===== src/rtl/ffha_pkg.sv =====
// shared constants, codes and controller/datapath signal groups for the heap allocator
package ffha_pkg;

  localparam int HEAP_BYTES_DEF   = 1048576;
  localparam int HEADER_BYTES_DEF = 16;
  localparam int MAX_BLOCKS_DEF   = 64;
  localparam int SPLIT_SLACK      = 16;
  localparam logic [31:0] HEAP_BASE_RESET = 32'h0100_0000;

  localparam logic OP_ALLOC = 1'b0;
  localparam logic OP_FREE  = 1'b1;

  localparam logic [1:0] ST_OK      = 2'd0;
  localparam logic [1:0] ST_NO_FIT  = 2'd1;
  localparam logic [1:0] ST_BAD_ADR = 2'd2;

  localparam logic REG_HEAP_BASE = 1'b0;

  typedef enum logic [1:0] {
    RD_CUR,
    RD_IDX,
    RD_NX
  } rd_src_t;

  typedef struct packed {
    logic       init;
    logic       start;
    logic       rd_en;
    rd_src_t    rd_src;
    logic       keep;
    logic       adv_cur;
    logic       idx_clr;
    logic       idx_inc;
    logic       wr_split;
    logic       wr_cur;
    logic       take;
    logic       mark_free;
    logic       merge;
    logic       set_res;
    logic [1:0] res_code;
    logic       out_load;
    logic       in_ready;
  } ctrl_cmd_t;

  typedef struct packed {
    logic in_valid;
    logic op_free;
    logic addr_zero;
    logic fit;
    logic split_due;
    logic spare_free;
    logic idx_last;
    logic next_nil;
    logic match;
    logic nx_free;
    logic out_free;
  } dp_status_t;

endpackage


===== src/rtl/ffha_ctrl.sv =====
// controller state machine sequencing list walk, record scans and updates
module ffha_ctrl (
  input  logic                clk,
  input  logic                rst,
  input  ffha_pkg::dp_status_t sts,
  output ffha_pkg::ctrl_cmd_t  cmd
);
  import ffha_pkg::*;

  localparam logic [3:0] S_INIT   = 4'd0;
  localparam logic [3:0] S_IDLE   = 4'd1;
  localparam logic [3:0] S_A_RD   = 4'd2;
  localparam logic [3:0] S_A_EV   = 4'd3;
  localparam logic [3:0] S_A_SP   = 4'd4;
  localparam logic [3:0] S_A_W1   = 4'd5;
  localparam logic [3:0] S_A_W2   = 4'd6;
  localparam logic [3:0] S_A_TAKE = 4'd7;
  localparam logic [3:0] S_F_RD   = 4'd8;
  localparam logic [3:0] S_F_EV   = 4'd9;
  localparam logic [3:0] S_F_RDN  = 4'd10;
  localparam logic [3:0] S_F_MG   = 4'd11;
  localparam logic [3:0] S_DONE   = 4'd12;

  logic [3:0] state, state_next;

  always_ff @(posedge clk) begin
    if (rst) begin
      state <= S_INIT;
    end else begin
      state <= state_next;
    end
  end

  always_comb begin
    cmd        = '0;
    cmd.rd_src = RD_CUR;
    state_next = state;
    unique case (state)
      S_INIT: begin
        cmd.init   = 1'b1;
        state_next = S_IDLE;
      end
      S_IDLE: begin
        cmd.in_ready = 1'b1;
        if (sts.in_valid) begin
          cmd.start = 1'b1;
          if (!sts.op_free) begin
            state_next = S_A_RD;
          end else if (sts.addr_zero) begin
            cmd.set_res  = 1'b1;
            cmd.res_code = ST_OK;
            state_next   = S_DONE;
          end else begin
            state_next = S_F_RD;
          end
        end
      end
      S_A_RD: begin
        cmd.rd_en  = 1'b1;
        cmd.rd_src = RD_CUR;
        state_next = S_A_EV;
      end
      S_A_EV: begin
        if (sts.fit) begin
          if (sts.split_due) begin
            cmd.idx_clr = 1'b1;
            state_next  = S_A_SP;
          end else begin
            state_next = S_A_TAKE;
          end
        end else if (sts.idx_last || sts.next_nil) begin
          cmd.set_res  = 1'b1;
          cmd.res_code = ST_NO_FIT;
          state_next   = S_DONE;
        end else begin
          cmd.adv_cur = 1'b1;
          state_next  = S_A_RD;
        end
      end
      S_A_SP: begin
        if (sts.spare_free) begin
          state_next = S_A_W1;
        end else if (sts.idx_last) begin
          state_next = S_A_TAKE;
        end else begin
          cmd.idx_inc = 1'b1;
        end
      end
      S_A_W1: begin
        cmd.wr_split = 1'b1;
        state_next   = S_A_W2;
      end
      S_A_W2: begin
        cmd.wr_cur = 1'b1;
        state_next = S_A_TAKE;
      end
      S_A_TAKE: begin
        cmd.take   = 1'b1;
        state_next = S_DONE;
      end
      S_F_RD: begin
        cmd.rd_en  = 1'b1;
        cmd.rd_src = RD_IDX;
        state_next = S_F_EV;
      end
      S_F_EV: begin
        if (sts.match) begin
          cmd.mark_free = 1'b1;
          cmd.keep      = 1'b1;
          if (sts.nx_free) begin
            state_next = S_F_RDN;
          end else begin
            cmd.set_res  = 1'b1;
            cmd.res_code = ST_OK;
            state_next   = S_DONE;
          end
        end else if (sts.idx_last) begin
          cmd.set_res  = 1'b1;
          cmd.res_code = ST_BAD_ADR;
          state_next   = S_DONE;
        end else begin
          cmd.idx_inc = 1'b1;
          state_next  = S_F_RD;
        end
      end
      S_F_RDN: begin
        cmd.rd_en  = 1'b1;
        cmd.rd_src = RD_NX;
        state_next = S_F_MG;
      end
      S_F_MG: begin
        cmd.merge    = 1'b1;
        cmd.set_res  = 1'b1;
        cmd.res_code = ST_OK;
        state_next   = S_DONE;
      end
      S_DONE: begin
        if (sts.out_free) begin
          cmd.out_load = 1'b1;
          state_next   = S_IDLE;
        end
      end
      default: begin
        state_next = S_INIT;
      end
    endcase
  end

endmodule


===== config.mk =====
export PLATFORM = sky130hd
export DESIGN_NAME = ffha_ctrl
export DESIGN_NICKNAME = d
export VERILOG_FILES = /design/src/rtl/ffha_pkg.sv /design/src/rtl/ffha_ctrl.sv
export SDC_FILE = /design/constraint.sdc
export NUM_CORES = 1
export LEC_CHECK = 0
export ABC_AREA = 1
export BUFFER_PORTS_ARGS = -buffer_cell sky130_fd_sc_hd__buf_2
export CAP_MARGIN = 20
export CORE_AREA = 2 2 39 41
export CTS_CLUSTER_DIAMETER = 80
export CTS_CLUSTER_SIZE = 20
export DETAILED_ROUTE_END_ITERATION = 16
export DIE_AREA = 0 0 41 43
export PLACE_DENSITY = 0.83
export SETUP_SLACK_MARGIN = 0.3
export SLEW_MARGIN = 20
export SYNTH_ARGS = -nofsm -noshare
export SYNTH_HDL_FRONTEND = slang
export SYNTH_SLANG_ARGS = --single-unit

===== constraint.sdc =====
create_clock -name clk -period 3.5 [get_ports clk]
set_clock_uncertainty 0.05 [all_clocks]
set_input_delay 0.35 -clock clk [delete_from_list [all_inputs] [get_ports clk]]
set_output_delay 0.35 -clock clk [all_outputs]
set_load 0.03 [all_outputs]

==> Word-level counts from Yosys, hierarchy flattened <==
Cells that the tools add are included.
{ "totals": {"reg_bits": 4, "latchBits": 0, "ram_bits": 0, "romBits": 0, "elab_cells": 64, "memories": 0} }
{ "op_classes": {"n_addsub": 0, "mul": 0, "div": 0, "n_lt_le_gt_ge": 0, "n_eq_ne": 15, "shift": 0, "mux": 44, "n_bitwise": 0, "n_reduce_logical": 4} }
{ "ops": {"columns": ["cell", "count"], "rows": [
  ["one-hot mux 4 bit (12 select lines)", 1],
  ["two-way mux 3 bit", 11],
  ["two-way mux 4 bit", 8],
  ["equality test 4 bit (second input constant)", 5],
  ["two-way mux 1 bit", 19],
  ["equality test 4 x 3 -> 1 bit (second input constant)", 4],
  ["one-hot mux 3 bit (4 select lines)", 1],
  ["one-hot mux 3 bit (3 select lines)", 1],
  ["equality test 4 x 2 -> 1 bit (second input constant)", 2],
  ["equality test 4 x 1 -> 1 bit (second input constant)", 1],
  ["logical NOT 4 bit", 1],
  ["two-way mux 2 bit", 2],
  ["!= test 2 bit (second input constant)", 2],
  ["!= test 3 bit (second input constant)", 1],
  ["AND reduction 3 bit", 1],
  ["one-hot mux 1 bit (2 select lines)", 1],
  ["OR reduction 2 bit", 1],
  ["logical OR 1 bit", 1]
]} }

==> Depth between registers and ports, before layout <==
{ "depth": {"depth_word": 4, "ltp_mapped": 9, "depth_no_buf": 9} }

==> Least setup slack after synthesis <==
OpenSTA, ideal clock, no wires.
{ "synth_timing": {"path_type": "reg2out", "from": "register state[0]", "to": "output port cmd[10] (netlist bit)", "t_arrival_ps": 1594, "path_slack_ps": 1506, "path_stages_with_launch": 6, "n_path_buf": 1, "path_cell_list": "dfxtp_1 -> buf_2 -> nand2_2 -> nor2_1 -> inv_1 -> o31ai_1"} }
{ "synth_lines": {"columns": ["item", "line_no", "text"], "rows": [
  ["start, declared", "ffha_ctrl.sv:24", "logic [3:0] state, state_next;"],
  ["start signal, assigned", "ffha_ctrl.sv:30", "state <= state_next;"],
  ["end, declared", "ffha_ctrl.sv:6", "output ffha_pkg::ctrl_cmd_t cmd"]
]} }

==> impl_metrics.json <==
{
  "outcome": "complete, no violations",
  "worstPathCellList": "nand2_2 -> nor2_1 -> inv_1 -> o31ai_1 -> buf_2",
  "reg_top3": "state x4",
  "ant_nets": 0,
  "synthSimpleGateAreaFrac_pct": 56.2,
  "drtIter0Drc": 17,
  "clock-sinks": 4,
  "fmax_mhz": 493,
  "die_area_mm2": 0.00176,
  "place.gp.congestion": 0.846,
  "fin_util_pct": 49.9,
  "post-cts-setup-buffer-count": 0,
  "syn_to_final_growth_pct": 36.6,
  "clock_latency_ps": 240,
  "first_global_vias": 616,
  "grt_max_degree": 9,
  "root_buffer": "clkbuf_4",
  "hold_buffers": 0,
  "drc": 0,
  "clkPwrFrac_pct": 15.4,
  "synth_top_area_share_pct": 15.8,
  "largest-register": "state",
  "max-cap-violations": 0,
  "portBuffers": 31,
  "grt_use_total_pct": 18.2,
  "die_h_um": 43,
  "grt_first_pass_wirelength_um": 2310,
  "start_util_pct": 36.5,
  "synth_cell_types": 21,
  "combPwrFrac_pct": 63.9,
  "holdPathStages": 2,
  "cts_buffers": 3,
  "netSwitchingFraction_pct": 55.4,
  "setup_tns_ps": 0,
  "synth-compound-area-share_pct": 12.9,
  "worstPathRequired_ps": 3100,
  "cts_resized": 0,
  "via_per_inst": 4.72,
  "synth_cells": 94,
  "fin_crit_ps": 2030,
  "die_width_um": 41,
  "syn-cell-area_um2": 505,
  "clk_path_buf_depth": 2,
  "clk_pin_slew_worst_paths_ps": 40,
  "tightestPinTransition_ps": 291,
  "synth_seq_area_share_pct": 15.8,
  "synth_area_leaders": "dfxtp_1 (16%), nand2_1 (15%), nor2_1 (15%)",
  "ys_warn_count": 0,
  "yosys_register_bits": 4,
  "drive_gt1_share_pct": 38.1,
  "path_buf_inv": 2,
  "dp_hpwl_um": 1200,
  "htreeDepth": 1,
  "wl_per_cell_um": 9.74,
  "routed_wirelength_um": 1380,
  "worst-path-stages": 5,
  "largest_register_ffs": 4,
  "rr_worst_depth": 6,
  "min_path_type": "input port to flop",
  "n_antenna_cell": 0,
  "vdd_drop_max_uv": 178,
  "overflow": 0,
  "worstPathMaxFanout": 8,
  "switching_power_uw": 215,
  "syn_area_per_cell_um2": 5.38,
  "crit_family": "flip-flops",
  "grt_antenna_before_repair": 0,
  "p_int_uw": 172,
  "arrival_ps": 1630,
  "start_kind": "flop",
  "vias": 670,
  "cts_tree": "built",
  "timing.final.crit_share_pct": 58.0,
  "nNetsFinal": 141,
  "synthXorXnorAreaFrac_pct": 0,
  "cp-end-kind": "output pin",
  "grt_setup_unrepaired": "false",
  "fp-row-count": 14,
  "cp_slowest_cell": "dfxtp_1",
  "cp_slowest_stage_delay_ps": 480,
  "critPathKind": "flop to output pin",
  "ios": 32,
  "synthAdderAreaFrac_pct": 0,
  "syn_nets": 107,
  "p_leak_uw": 0.000398,
  "maxSlewHeadroom_pct": 80.6,
  "synth_top_family_by_area": "simple AND/OR/NAND/NOR gates",
  "finalSetupViolCount": 0,
  "core_mm2": 0.00138,
  "muxShareOfSynthArea_pct": 0,
  "firstDrtPassIters": 4,
  "hold_viol_final": 0,
  "p_per_area_mw_per_mm2": 560,
  "yosys.area.top_type": "dfxtp_1",
  "seqPwrFrac_pct": 20.7,
  "finalMaxSlewViolations": 0
}
==> placed cells by master (no fill, tap or decap) <==
master and n:
buf_2 31, nor2_1 20, nand2_1 20, inv_1 13, nand3_1 6, a21oi_1 6
inv_2 4, dfxtp_1 4, nand2_2 3, nand4_1 3, clkbuf_4 3, nor2_4 2
nor2_2 2, nor3_1 2, nand2_4 1, o21ai_0 1, o22ai_1 1, nand3_2 1
o31ai_1 1, a21oi_2 1, o211ai_1 1
==> worst paths after layout <==
check / start / to / slack, ps
setup reg to reg: state[0] / state[1] / 2160
hold / removal: rst / state[0] / 260
hold reg to reg: state[2] / state[2] / 530
setup / recovery: state[0] / cmd[10] / 1470
==> power groups by stage <==
stage                     clock network, uW  logic (uW)  registers, uW
final                                  59.6         247           80.3
after global routing                   63.7         275           82.9
after CTS                              60.1         249           80.2
after detailed placement                  0         248           81.0
after global placement                    0         247           79.5
after floorplan                           0         200           71.8
==> worst reg2reg max path, stage by stage, from the launching register on <==
cell	delay (ps)
dfxtp_1	480
nand2_2	150
nor2_1	240
nand3_1	120
nand4_1	110
nand2_1	50
nor2_1	80
==> cell type report <==
cell class	count	area (um2)
Multi-Input combinational cell	71	349
Inverter	17	63.8
Fill cell	166	693
Timing Repair Buffer	31	155
Tap cell	16	20.0
Sequential cell	4	80.1
Clock buffer	3	22.5
==> kinds of logic after synthesis <==
kind of cell / Yosys count
buf+inv: 19
flops: 4
simple gates: 60
compound gates: 11
==> stage by stage <==
step                      cell area [um2]  setup slack, ps  std cells  hold slack [ps]  total power (uW)
after floorplan                       505             1510         94              369               272
after global placement                668             1790        139              510               327
after detailed placement              668             1750        139              513               329
after CTS                             691             1480        142              261               389
after global routing                  691             1290        142              274               422
final                                 691             1470        142              256               387
==> per-layer routing <==
layer / GRT usage (%) / vias to the layer above / routed length (um)
met5: 0 / - / 0
met4: 4.00 / 0 / 10
met3: 3.14 / 2 / 95
met2: 31.3 / 26 / 681
met1: 22.3 / 282 / 596
li1: - / 360 / -
==> cell usage after synthesis <==
library cell / count
nand3_1: 6
nand4_1: 3
o21ai_0: 1
nor2_4: 2
o31ai_1: 1
nand3_2: 1
nor3_1: 2
nor2_2: 2
dfxtp_1: 4
o211ai_1: 1
a21oi_2: 1
nand2_2: 3
buf_4: 1
nand2_4: 1
o22ai_1: 1
nand2_1: 20
nor2_1: 20
inv_2: 4
inv_1: 13
buf_2: 1
a21oi_1: 6
Note: power is estimated with default switching activity, not from simulation.
